--- config.mk ---
export PLATFORM = sky130hd
export DESIGN_NAME = utf8_stream_decoder
export DESIGN_NICKNAME = d
export VERILOG_FILES = /design/src/utf8sd_pkg.sv /design/src/utf8sd_dec.sv /design/src/utf8_stream_decoder.sv
export SDC_FILE = /design/constraint.sdc
export NUM_CORES = 1
export LEC_CHECK = 0
export BUFFER_PORTS_ARGS = -buffer_cell sky130_fd_sc_hd__buf_4
export CAP_MARGIN = 25
export CORE_MARGIN = 10
export CORE_UTILIZATION = 40
export CTS_CLUSTER_DIAMETER = 30
export DETAILED_ROUTE_END_ITERATION = 12
export PLACE_DENSITY = 0.65
export SYNTH_ARGS = -nofsm -noshare
export SYNTH_HDL_FRONTEND = slang
export SYNTH_SLANG_ARGS = --single-unit
--- constraint.sdc ---
create_clock -name clk -period 10.3 [get_ports clk]
set_input_delay 0.515 -clock clk [delete_from_list [all_inputs] [get_ports clk]]
set_output_delay 0.515 -clock clk [all_outputs]
set_load 0.01 [all_outputs]
--- src/utf8sd_pkg.sv ---
// Types and constants of the UTF-8 stream decoder.
package utf8sd_pkg;

	typedef enum logic [1:0] {
		ST_OK           = 2'd0,
		ST_CONT_AS_LEAD = 2'd1,
		ST_TRUNCATED    = 2'd2,
		ST_BAD_CONT     = 2'd3
	} status_t;

	typedef struct packed {
		logic [7:0] in_byte;
		logic       end_of_string;
	} octet_t;

	typedef struct packed {
		logic [30:0] code_point;
		status_t     status;
		logic        string_end;
	} result_t;

	typedef struct packed {
		logic [2:0]  pending_count;
		logic [30:0] partial_code;
		logic        skipping;
	} dec_state_t;

	localparam logic [7:0] LEAD_2B = 8'hC0;
	localparam logic [7:0] LEAD_3B = 8'hE0;
	localparam logic [7:0] LEAD_4B = 8'hF0;
	localparam logic [7:0] LEAD_5B = 8'hF8;
	localparam logic [7:0] LEAD_6B = 8'hFC;
	localparam logic [1:0] CONT_TAG = 2'b10;

endpackage

--- src/utf8sd_dec.sv ---
// Decode step: next decoder state and optional result for one byte.
module utf8sd_dec (
	input  utf8sd_pkg::dec_state_t state,
	input  utf8sd_pkg::octet_t     octet,
	output utf8sd_pkg::dec_state_t next_state,
	output logic                   emit,
	output utf8sd_pkg::result_t    result
);
	import utf8sd_pkg::*;

	logic [7:0]  b;
	logic        last;
	logic        is_cont;
	logic [2:0]  lead_count;
	logic [4:0]  lead_bits;
	logic [30:0] shifted;
	logic [2:0]  pend_dec;

	assign b       = octet.in_byte;
	assign last    = octet.end_of_string;
	assign is_cont = (b[7:6] == CONT_TAG);
	assign shifted = {state.partial_code[24:0], b[5:0]};
	assign pend_dec = state.pending_count - 3'd1;

	// Bytes 0xFE and 0xFF fall in with the six-byte leads.
	always_comb begin
		if (b >= LEAD_6B) begin
			lead_count = 3'd5;
			lead_bits  = {4'b0, b[0]};
		end else if (b >= LEAD_5B) begin
			lead_count = 3'd4;
			lead_bits  = {3'b0, b[1:0]};
		end else if (b >= LEAD_4B) begin
			lead_count = 3'd3;
			lead_bits  = {2'b0, b[2:0]};
		end else if (b >= LEAD_3B) begin
			lead_count = 3'd2;
			lead_bits  = {1'b0, b[3:0]};
		end else begin
			lead_count = 3'd1;
			lead_bits  = b[4:0];
		end
	end

	always_comb begin
		next_state = state;
		emit       = 1'b0;
		result     = '{code_point: '0, status: ST_OK, string_end: last};
		if (state.skipping) begin
			next_state.skipping = !last;
		end else if (state.pending_count == 3'd0) begin
			if (!b[7]) begin
				emit              = 1'b1;
				result.code_point = {23'b0, b};
			end else if (is_cont) begin
				emit          = 1'b1;
				result.status = ST_CONT_AS_LEAD;
				next_state    = '{pending_count: '0, partial_code: '0, skipping: !last};
			end else if (last) begin
				emit          = 1'b1;
				result.status = ST_TRUNCATED;
				next_state    = '{pending_count: '0, partial_code: '0, skipping: 1'b0};
			end else begin
				next_state.pending_count = lead_count;
				next_state.partial_code  = {26'b0, lead_bits};
			end
		end else if (!is_cont) begin
			emit          = 1'b1;
			result.status = ST_BAD_CONT;
			next_state    = '{pending_count: '0, partial_code: '0, skipping: !last};
		end else if (pend_dec == 3'd0) begin
			emit              = 1'b1;
			result.code_point = shifted;
			next_state        = '{pending_count: '0, partial_code: '0, skipping: 1'b0};
		end else if (last) begin
			emit          = 1'b1;
			result.status = ST_TRUNCATED;
			next_state    = '{pending_count: '0, partial_code: '0, skipping: 1'b0};
		end else begin
			next_state.pending_count = pend_dec;
			next_state.partial_code  = shifted;
		end
	end

endmodule

--- src/utf8_stream_decoder.sv ---
// Top level of the six-byte UTF-8 stream decoder.
//
// Usage: the octet channel carries one raw byte per request with an end of
// string flag; the cp channel returns at most one result per byte: a code
// point of up to 31 bits with a status and the end of string flag.
// Both channels use valid and stall; a request moves when valid is high and
// stall is low. Lead and middle bytes of a character give no result.
// An error gives one result with a zero code point; unless the bad byte
// is end-marked, later bytes are dropped up to and including the next one.
// A byte taken is held in the input register and then decoded into the
// result register; a stall of the receiver can hold it in between.
// Throughput: one byte per cycle while the receiver does not stall, set by the
// single input register and result register with the decode logic between them.
// When the receiver stalls, the result holds and one more byte can still be
// taken into the input register; after that octet_stall rises.
// Reset clears the decoder state and both valid flags; octet_stall is then
// low, so the block is ready to take a byte once reset is released.
module utf8_stream_decoder (
	input  logic                clk,
	input  logic                arst_n,
	input  logic                octet_valid,
	output logic                octet_stall,
	input  utf8sd_pkg::octet_t  octet,
	output logic                cp_valid,
	input  logic                cp_stall,
	output utf8sd_pkg::result_t cp
);
	import utf8sd_pkg::*;

	logic       octet_v_s1;
	octet_t     octet_s1;
	dec_state_t state_q;
	dec_state_t next_state;
	logic       emit;
	result_t    result;
	logic       cp_v_s2;
	result_t    cp_s2;
	logic       s2_ready;
	logic       advance;
	logic       take;

	assign s2_ready    = !cp_v_s2 || !cp_stall;
	assign advance     = octet_v_s1 && s2_ready;
	assign octet_stall = octet_v_s1 && !s2_ready;
	assign take        = octet_valid && !octet_stall;

	utf8sd_dec u_dec (
		.state      (state_q),
		.octet      (octet_s1),
		.next_state (next_state),
		.emit       (emit),
		.result     (result)
	);

	always_ff @(posedge clk or negedge arst_n) begin
		if (!arst_n) begin
			octet_v_s1 <= 1'b0;
			cp_v_s2    <= 1'b0;
			state_q    <= '0;
		end else begin
			if (take) begin
				octet_v_s1 <= 1'b1;
			end else if (advance) begin
				octet_v_s1 <= 1'b0;
			end
			if (advance) begin
				state_q <= next_state;
				cp_v_s2 <= emit;
			end else if (s2_ready) begin
				cp_v_s2 <= 1'b0;
			end
		end
	end

	always_ff @(posedge clk) begin
		if (take) begin
			octet_s1 <= octet;
		end
		if (advance && emit) begin
			cp_s2 <= result;
		end
	end

	assign cp_valid = cp_v_s2;
	assign cp       = cp_s2;

endmodule

Yosys cells after proc, flatten, opt, wreduce, memory -nomap -nowiden
Index checks and enable logic that the tools add are counted.
Word-level totals
  register bits after elaboration: 74
  bits of input ports: 13
Operators by class
  $add $sub $neg: 1
  order comparisons: 4
  eq/ne operators: 2
  muxes and demuxes: 36
  bitwise gates (word level): 1
  reduce and logical (&&, ||, !) cells: 15
Operator list (count)
  $mux 35: 5
  $mux 34: 2
  $mux 31: 2
  $mux 33: 1
  $ge 8x8->1 const B: 4
  $mux 5: 4
  $mux 1: 12
  $mux 2: 6
  $mux 3: 3
  $mux 7: 1
  $logic_not 3->1: 2
  $logic_not 1->1: 5
  $logic_and 1x1->1: 4
  $reduce_bool 2->1: 2
  $reduce_and 3->1: 1
  $sub 3x1->3 const B: 1
  $eq 2x2->1 const B: 1
  $ne 2x2->1 const B: 1
  $logic_or 1x1->1: 1
  $not 1->1: 1

Logic depth before layout (Yosys ltp)
Gate-level depths: netlist of the first run.
  word-level depth: 10
  mapped depth: 8

Cells and area by module
From an unflattened synthesis of the first run, not the netlist that was laid out.
Unflattened totals
  cells, all modules: 263
  area, all modules: 3722.3 um^2
Modules (own cells, without submodules)
  utf8_stream_decoder: times used 1, cells an instance 127, area each 2825.2 um^2
  utf8sd_dec: times used 1, cells an instance 136, area each 897.1 um^2

Least setup slack after synthesis of the first run
OpenSTA, ideal clock, no wires.
  kind: register to register
  start point: reg state_q[32] (netlist bit)
  end point: reg cp_s2 (netlist bit cp[0]), enable pin
  library setup time: 0.468 ns
  arrival: 3.554 ns
  slack: 6.279 ns
  stages on the path, launching flop included: 7
  clock period less this slack: 4.021 ns
  cells stage by stage: dfrtp_1 -> inv_1 -> ha_1 -> xnor2_2 -> a2111oi_4 -> nand2b_1 -> nor3_1
Between the ends
  cells in the longest elaborated chain, start to end: 7
  elaborated cells between the ends (all ways): 8
  classes of those cells: add/sub (1); mux (4); reduce/logical (3)
Ends and longest elaborated chain
  start, declared: line utf8_stream_decoder.sv:32  | dec_state_t state_q;
  start signal, assigned: line utf8_stream_decoder.sv:67  | state_q <= next_state;
  $sub 3x1->3: line utf8sd_dec.sv:23  | assign pend_dec = state.pending_count - 3'd1;
  $logic_not 3->1: line utf8sd_dec.sv:71  | end else if (pend_dec == 3'd0) begin
  $mux 1: line utf8sd_dec.sv:71
  $mux 1: line utf8sd_dec.sv:67  | end else if (!is_cont) begin
  $mux 1 (*): line utf8sd_dec.sv:51  | end else if (state.pending_count == 3'd0) begin
  $mux 1 (*): line utf8sd_dec.sv:49  | if (state.skipping) begin
  $logic_and 1x1->1 (*): line utf8_stream_decoder.sv:79  | if (advance && emit) begin
  end signal, assigned: line utf8_stream_decoder.sv:80  | cp_s2 <= result;
  end, declared: line utf8_stream_decoder.sv:37  | result_t cp_s2;
Mark *: on every way between the ends. The rest lies on a longest branch, timed or not.
A chain may end at the register's enable or synchronous reset.

Final worst setup path of the first run
  start point: reg state_q[32] (netlist bit)
  end point: reg cp_s2 (netlist bit cp[20]), enable pin
The elaborated chain is that of the path after synthesis.

==> results of run 1 <==
[per-stage QoR]
step                      hold slack, ps   util  instances  worst slack, ps  power [µW]
after CTS                           89.6  0.505        363             7960         893
final                               78.7  0.505        363             7970         881
after detailed placement             476  0.475        347             7980         648
after floorplan                      219      -        206             6280         554
after global routing                 101  0.505        363             7660         930
after global placement               471  0.475        347             8010         643
[cell usage after synthesis]
master      n  share of area
a2111oi_4   1         0.0093
a21bo_2     1         0.0034
a21oi_1     5         0.0084
a22o_1     21          0.062
a31oi_1     3         0.0063
a32oi_1     1         0.0030
a41oi_1     1         0.0030
and2_1     30          0.063
and2_4      1         0.0030
and2b_4     1         0.0034
and3_1      2         0.0042
buf_2       2         0.0034
buf_6       2         0.0076
clkbuf_1    4         0.0051
dfrtp_1    31           0.26
edfxtp_1   43           0.44
ha_1        3          0.013
inv_1       5         0.0063
nand2_1    11          0.014
nand2b_1    5          0.011
nand3_1     4         0.0067
nand4_1     1         0.0021
nor2_1      2         0.0025
nor2b_1     2         0.0042
nor3_1      4         0.0067
nor3_2      1         0.0034
nor3b_1     1         0.0025
nor4_2      1         0.0042
o21ai_0     5         0.0084
o21ai_1     1         0.0017
o221a_2     1         0.0038
o221ai_1    2         0.0059
o31ai_1     2         0.0051
o32ai_1     1         0.0030
or3_1       3         0.0063
xnor2_1     1         0.0030
xnor2_2     1         0.0055
[state kept, by name, summed over array words and instances, names as in the netlist]
name	count
cp_valid	1
state_q	29
octet_s1	9
cp	34
octet_v_s1	1
[final timing paths]
check                      depth (start not counted)  slack (ps)     endpoint        start
max                                                7        7970       cp[20]  state_q[32]
min                                                1          80     cp_valid       arst_n
max reg2reg                                        7        7970       cp[20]  state_q[32]
min reg2reg                                        1         500  state_q[23]  state_q[23]
max in group asynchronous                          1        9920  state_q[24]       arst_n
min in group clk                                   1         330  octet_s1[0]     octet[0]
[placed cells by master (no fill, tap or decap), drive strengths merged, types with 2 or more instances in the layout]
| master | instances |
|---|---|
| o31ai | 2 |
| nand2 | 11 |
| edfxtp | 43 |
| dfrtp | 31 |
| xnor2 | 2 |
| a21oi | 5 |
| and2 | 31 |
| inv | 5 |
| a22o | 21 |
| nand2b | 5 |
| nand3 | 4 |
| clkinv | 3 |
| o221ai | 2 |
| nor2b | 2 |
| buf | 50 |
| clkinvlp | 2 |
| nor3 | 5 |
| a31oi | 3 |
| clkbuf | 9 |
| or3 | 3 |
| o21ai | 6 |
| bufinv | 2 |
| nor2 | 2 |
| ha | 3 |
| and3 | 2 |
[where the power goes]
part / internal, µW / switching, µW
Clock: 136 / 108
Sequential: 381 / 30.9
Combinational: 93.3 / 132
[routing by layer]
layer | track usage | part of all wire | wire length (µm) | up-vias
met1 | 0.124 | 0.45 | 2460 | 841
met5 | 0 | 0 | 0 | -
li1 | - | - | - | 869
met4 | 0.0445 | 0.019 | 101 | 0
met3 | 0.0447 | 0.076 | 410 | 13
met2 | 0.146 | 0.45 | 2450 | 59
[cell type report]
| cell class | count | area [µm²] |
|---|---|---|
| Fill cell | 658 | 3570 |
| Sequential cell | 74 | 2070 |
| Multi-Input combinational cell | 119 | 840 |
| Timing Repair Buffer | 50 | 375 |
| Clock buffer | 9 | 124 |
| Tap cell | 99 | 124 |
| Clock inverter | 7 | 93.8 |
| Inverter | 5 | 18.8 |
[kinds of logic after synthesis]
group,Yosys count
simple gates,69
compound gates,45
buf+inv,13
xor+xnor,2
fa+ha+maj,3
flops,74
[worst max-delay path: stages (launching register included)]
cell and delay, ps:
dfrtp_1 380, inv_1 80, ha_1 260, xnor2_2 210
a2111oi_4 550, nand2b_1 220, nor3_2 50, buf_4 280
==> flow_summary.ini, run 1 <==
[sta]
fin_crit_sh = 0.226
clock.fmax_ghz = 0.429
period_needed_ps = 2330
slew_viol_final = 0
rsz0062_at_grt = false
skew_ps = 6.85
setup_tns_ps = 0
setup_viol = 0
relSlewSlack = 0.358
worst_pin_slew_ps = 963
final-hold-violation-count = 0

[global_routing]
antenna_found_initial = 0
grt.total_usage = 0.0998
grt_max_degree = 35
grt_pass1_wl_um = 9110
grt_pass1_vias = 1822
grt_overflow_total = 0

[routing]
drc_errors = 0
num_vias = 1782
ant_nets = 0
detail_route.wl_per_cell_um = 14.9
viasPerCell = 4.91
drtPass1Iterations = 4
finalWirelength_um = 5420
first_iter_violations = 60

[die]
coreArea_mm2 = 0.00721
ios = 49
start_util = 0.411
rows = 31
dieArea_mm2 = 0.0113
die_x_um = 106
die_y_um = 106

[final_layout]
nets = 275
syn_to_final_growth_pct = 22.7
diodes = 0
layout-drive-gt1-share = 0.284
post-route-cell-area_mm2 = 0.00364

[placement]
gp_congestion = 0.803
post_dp_cell_area_mm2 = 0.00342
port_buffers = 48
place_hpwl_um = 3750

[cts]
cts_buffers = 9
cts-root-buf = clkbuf_8
cts_hold_buf = 0
clock_latency_ps = 350
htreeDepth = 3
cts.repair.resized = 0
path_clk_slew_ps = 80
cts_setup_buffers = 0
cts_tree = done
clock-sinks = 74
clockBufferDepth = 2

[pwr]
vdd_drop_max_uv = 121
leakagePower_uw = 0.00150
p_per_area_mw_per_mm2 = 242

[logic_synthesis]
syn_nets = 222
synth_top_family_by_area = simple AND/OR/NAND/NOR gates
ys_ff_latch = 74
postSynthAreaPerCell_um2 = 14.4
synth_warnings = 0
synth_compound_area_frac = 0.123
seq_area_frac_synth = 0.696
syn_inst = 206
synth-simple-area-share = 0.137
synth_cell_type_count = 37
synth_area_mm2 = 0.00297
synthAdderAreaFrac = 0.0126
muxShareOfSynthArea = 0
synthXorXnorAreaFrac = 0.00843

[flow_run]
maxCapViolCount = 0

[worst_hold_path]
hold_class = input pin to async pin

[critical_path]
worst_setup_path_start_kind = flip-flop
cp.arrival_ps = 2390
end_kind = flip-flop
crit_path_max_fanout = 34
path_class = flip-flop to flip-flop
required_ps = 10360

[run_status]
status = finished, final reports clean
Power figures use the tool's default switching activity.
==> run 2, diff against run 1 <==
ABC_AREA = 1   (was unset)
PLACE_DENSITY = 0.67   (was 0.65)
clock period = 2.1 ns   (was 10.3 ns; I/O delays follow)
==> run 2 against run 1 <==
  * Count of clock-buffer cells in the layout is the same
  * Via count grew 25%
  * Highest routed layer unchanged
  * Synthesized cell count rose by 54%
  * Sequential cell count is the same
  * Worst setup slack worse by 7800 ps
  * Final cell count is 35% higher
  * Largest power group unchanged
  * Utilization up 1.1 points
  * Wire length increased by 15%
  * Critical path depth is 2 higher
  * Die area is 6.2% higher
==> flow_summary.ini, run 2 <==
[logic_synthesis]
yosys.cell_count.top_type = nand2_1
synth_area_mm2 = 0.00320
synthTopCellsByArea = edfxtp_1, dfrtp_1, nand2_1
synth.largest_area_cell = edfxtp_1
ys_ff_latch = 74
synth_top_area_share = 0.404
synth_warnings = 0
synth_async_sr_flop_share = 0.419
postSynthAreaPerCell_um2 = 10.1
syn_nets = 333
synth_cell_type_count = 19
ys.flop_type = edfxtp_1
seq_area_frac_synth = 0.647
synth_edf_count = 43
syn_inst = 317
synth.top_cells.by_count = nand2_1, edfxtp_1, inv_1, dfrtp_1, nor2_1

[critical_path]
r2r-start = state_q[32]
reg2reg_depth = 9
worst_setup_path_start_kind = flip-flop
worstSetupStartpoint = state_q[32]
required_ps = 2150
crit_slowest_cell = dfrtp_1
regToRegEndpoint = cp[17]
reg2reg_slack_ps = 200
crit_chain = inv_1 -> ha_1 -> inv_1 -> nor2_4 -> nor2_1 -> nand2_2 -> nand2_1 -> nor2_4 -> buf_12
crit_buf_inv = 3
endpoint = cp[17]
crit_cells = 9
crit_family = simple AND/OR/NAND/NOR gates
cp.arrival_ps = 1950
end_kind = flip-flop
path_class = flip-flop to flip-flop
slowest_delay_ps = 410
crit_path_max_fanout = 34

[global_routing]
use_met1 = 0.139
antenna_found_initial = 0
use_met2 = 0.185
grt_max_degree = 35
use_met3 = 0.0451
grt_pass1_vias = 2223
grt.busiest_layer = met2
grt_overflow_total = 0
grt.total_usage = 0.115
grt_pass1_wl_um = 10800

[pwr]
leakagePower_uw = 0.00178
switching_share = 0.322
total_power_uw = 4430
internal-power_uw = 3000
p_switching_uw = 1430
p_per_area_mw_per_mm2 = 1110
clock_power_share = 0.278
power_frac_comb = 0.271
sequentialPowerShare = 0.451
vdd_drop_max_uv = 594

[worst_hold_path]
hold_class = input pin to flip-flop

[final_layout]
diodes = 0
largest_register_ffs = 34
multi_input_area_um2 = 911
fill_cells = 705
nets = 399
seqCellArea_mm2 = 0.00207
layout.cells.most_common = nand2_1
layout-drive-gt1-share = 0.258
final_cell_mix = nand2_1, buf_4, edfxtp_1, inv_1, dfrtp_1
fin_util = 0.515
syn_to_final_growth_pct = 25.3

[sta]
final-hold-violation-count = 0
relSlewSlack = 0.582
slew_viol_final = 0
clock.fmax_ghz = 0.525
skew_ps = 11.1
setup_viol = 0
worst_pin_slew_ps = 627
rsz0062_at_grt = false
setup_tns_ps = 0
fin_crit_sh = 0.907
fin_ws_ps = 195
period_needed_ps = 1900

[cts]
cts_hold_buf = 11
clock_latency_ps = 350
clockBufferDepth = 2
cts_setup_buffers = 0
clock-sinks = 74
htreeDepth = 3
cts.repair.resized = 0
cts-root-buf = clkbuf_8
cts_buffers = 9
path_clk_slew_ps = 80
cts_tree = done

[run_status]
status = finished, final reports clean

[die]
ios = 49
start_util = 0.411
coreArea_mm2 = 0.00777
die_y_um = 109
dieArea_mm2 = 0.0120
rows = 32
die_x_um = 109

[placement]
pre_cts_slack_ps = 186
gp_congestion = 0.924
port_buffers = 48
place_hpwl_um = 4580

[routing]
detail_route.wl_per_cell_um = 12.7
first_iter_violations = 86
drc_errors = 0
finalWirelength_um = 6230
num_vias = 2221
ant_nets = 0
viasPerCell = 4.53
drtPass1Iterations = 4

[flow_run]
maxCapViolCount = 0
==> run 2: cell count changes after synthesis, sizes merged, moves of 4 or more <==
cell,previous run,this run
a22o,21,0
nor2,2,47
inv,5,43
a21oi,5,9
nor3,5,0
nand2,11,109
nand2b,5,0
nand3,4,16
clkbuf,4,0
and2,31,0
==> run 2: kinds of logic after synthesis <==
kind of cell,count (synthesis),share of synthesized area
simple gates,175,0.248
fa+ha+maj,3,0.0117
flops,74,0.647
xor+xnor,1,0.00274
buf+inv,51,0.0705
compound gates,13,0.0204
==> run 2: layer usage <==
layer	share of wire	wire length [µm]	vias up
li1	-	-	1125
met1	0.42	2640	1017
met2	0.49	3060	68
met3	0.071	444	11
met4	0.013	82	0
met5	0	0	-
==> run 2: cell type report <==
| type | count | share of cell area |
|---|---|---|
| clock inverter | 7 | 0.0259 |
| multi-input combinational | 192 | 0.228 |
| timing repair buffer | 62 | 0.126 |
| inverter | 44 | 0.0412 |
| tap | 102 | 0.0319 |
| clock buffer | 9 | 0.0309 |
| sequential | 74 | 0.516 |
==> run 2: worst min path at each step <==
stage	start	slack (ps)	cells after the start	endpoint
6_report	cp_stall	50	3	octet_v_s1
5_1_grt	cp_stall	80	3	octet_v_s1
4_1_cts	cp_stall	40	3	octet_v_s1
3_5_place_dp	arst_n	70	1	cp_valid
3_3_place_gp	arst_n	70	1	cp_valid
2_1_floorplan	arst_n	-190	0	cp_valid
==> run 2: worst register-to-register path, cell delays in order, from the launching register on <==
cell and delay [ps]:
dfrtp_1 410, inv_1 90, ha_1 180, inv_1 70, nor2_4 130, nor2_1 90
nand2_2 110, nand2_1 150, nor2_4 140, buf_12 220
==> run 2: stage by stage <==
step | instance area, µm² | hold slack, ps | instances
floorplan | 3200 | -191 | 317
global placement | 3670 | 66.5 | 463
detailed placement | 3670 | 69.2 | 463
CTS | 4000 | 37.4 | 490
global route | 4000 | 75.6 | 490
finish | 4000 | 54.4 | 490
==> run 2: power by group through the flow <==
stage / sequential (µW) / combinational (µW) / clock (µW)
6_report: 2000 / 1200 / 1230
2_1_floorplan: 2090 / 634 / 0
3_5_place_dp: 2030 / 1200 / 0
5_1_grt: 2030 / 1350 / 1340
3_3_place_gp: 2020 / 1200 / 0
4_1_cts: 2000 / 1230 / 1250
==> run 3, diff against run 2 <==
ABC_AREA = unset   (was 1)
==> run 3 against run 2 <==
  * Count of clock-buffer cells in the layout grew 1
  * Sequential power about the same
  * Worst hold slack worse by 12 ps
  * Clock skew shrank 1.1 ps
  * Via count fell by 15%
  * Wire length shrank 10%
  * Final cell count is 20% lower
  * First-iteration DRC count rose by 30%
  * Worst setup slack worse by 26 ps
  * Register-to-register slack got worse by 30 ps
  * Fmax is 1.3% lower
  * Combinational power is 18% higher
==> flow_summary.ini, run 3 (synthesized netlist as in run 1, its figures left out) <==
[run_status]
status = finished, final reports clean

[pwr]
vdd_drop_max_uv = 610
p_per_area_mw_per_mm2 = 1170
total_power_uw = 4630
leakagePower_uw = 0.00165

[die]
dieArea_mm2 = 0.0113
coreArea_mm2 = 0.00721
ios = 49
rows = 31
start_util = 0.411
die_y_um = 106
die_x_um = 106

[critical_path]
worst_setup_path_start_kind = flip-flop
r2r-start = state_q[32]
slowest_delay_ps = 490
reg2reg_slack_ps = 170
required_ps = 2330
regToRegEndpoint = state_q[22]
path_class = flip-flop to flip-flop
crit_chain = inv_2 -> ha_1 -> nor3b_1 -> nor3_2 -> and2_4 -> a22o_1
crit_family = simple AND/OR/NAND/NOR gates
crit_buf_inv = 1
crit_path_max_fanout = 20
cp.arrival_ps = 2160
crit_slowest_cell = nor3b_1
end_kind = flip-flop
reg2reg_depth = 6

[worst_hold_path]
hold_class = input pin to flip-flop
hp-start = cp_stall
hold_path_depth = 3
whs_endpoint = cp_valid

[sta]
skew_ps = 9.97
period_needed_ps = 1930
setup_tns_ps = 0
worst_pin_slew_ps = 547
clock.fmax_ghz = 0.518
rsz0062_at_grt = false
final-hold-violation-count = 0
hold_ws_ps = 42.2
setup_viol = 0
relSlewSlack = 0.635
slew_viol_final = 0
fin_crit_sh = 0.919

[routing]
wl_met1_um = 2430
met3WireLength_um = 360
first_iter_violations = 112
viasPerCell = 4.85
drtPass1Iterations = 5
met2_length_um = 2740
detail_route.wl_per_cell_um = 14.4
finalWirelength_um = 5600
ant_nets = 0
num_vias = 1891
routed.top_layer = met4
drc_errors = 0

[cts]
cts.repair.resized = 0
path_clk_slew_ps = 80
cts-root-buf = clkbuf_8
cts_tree = done
clock-sinks = 74
htreeDepth = 3
clockBufferDepth = 2
cts_buffers = 9
clock_latency_ps = 340

[final_layout]
nets = 302
layout-drive-gt1-share = 0.326
syn_to_final_growth_pct = 32.9
diodes = 0
post-route-cell-area_mm2 = 0.00394
fin_util = 0.547
largest_register_ffs = 34
final_cell_mix = buf_4, edfxtp_1, dfrtp_1, and2_1, a22o_1
layout.cells.most_common = buf_4

[placement]
post_dp_cell_area_mm2 = 0.00359
place_hpwl_um = 4030
gp_congestion = 0.797
port_buffers = 48

[global_routing]
grt.total_usage = 0.103
grt_overflow_total = 0
antenna_found_initial = 0
grt_max_degree = 32
grt_pass1_wl_um = 9400
grt_pass1_vias = 1886

[flow_run]
maxCapViolCount = 0
==> run 3: cell types whose count changed in the layout (fill, tap and decap cells not counted), moves of 5 or more <==
cell,before,now
nand2_1,105,11
inv_1,41,3
and2_1,0,30
a22o_1,0,21
nor2_1,21,2
nor2_2,19,0
buf_4,50,64
nand3_1,15,4
nor2_4,7,0
clkinv_4,5,0
==> run 3: stage by stage <==
| stage | cells | setup WS (ps) |
|---|---|---|
| floorplan | 206 | -257 |
| global placement | 361 | -92.1 |
| detailed placement | 361 | -165 |
| CTS | 390 | 186 |
| global route | 390 | 51.3 |
| finish | 390 | 170 |
==> run 3: worst reg2reg max path, stage by stage (launching register included) <==
cell and delay (ps):
dfrtp_1 390, inv_2 100, ha_1 200, nor3b_1 490
nor3_2 160, and2_4 280, a22o_1 200
==> run 3: worst max-delay path by stage <==
| stage | startpoint | end | slack (ps) | depth (start not counted) |
|---|---|---|---|---|
| after CTS | state_q[32] | state_q[17] | 190 | 6 |
| after global placement | state_q[32] | cp[20] | -90 | 7 |
| after global routing | state_q[32] | state_q[16] | 50 | 6 |
| after detailed placement | state_q[32] | cp[27] | -160 | 7 |
| after floorplan | state_q[32] | cp[0] | -260 | 6 |
| final | state_q[32] | state_q[22] | 170 | 6 |
==> run 3: layout make-up <==
| cell class | count | area, µm² |
|---|---|---|
| Fill cell | 629 | 3270 |
| Sequential cell | 74 | 2070 |
| Multi-Input combinational cell | 119 | 877 |
| Timing Repair Buffer | 77 | 631 |
| Clock buffer | 10 | 138 |
| Tap cell | 99 | 124 |
| Clock inverter | 6 | 88.8 |
| Inverter | 5 | 18.8 |
==> run 3: power by group <==
part           leakage (µW)  switching, µW  total, µW  internal, µW
Combinational      0.000700            731       1410           676
Clock              0.000109            524       1230           703
Sequential         0.000838            127       1990          1870
Total               0.00165           1380       4630          3250
==> run 3: metal layers <==
layer | GRT usage | up-vias
met4 | 0.0445 | 0
met5 | 0 | -
li1 | - | 924
met2 | 0.166 | 59
met3 | 0.0350 | 8
met1 | 0.123 | 900
==> run 3: repair_timing <==
item | 4_1_cts | 5_1_grt
buffers inserted | 2 | 0
endpoints found under the setup margin | 21 | 0
endpoints found under the hold margin | 41 | 0
hold buffers | 11 | 0
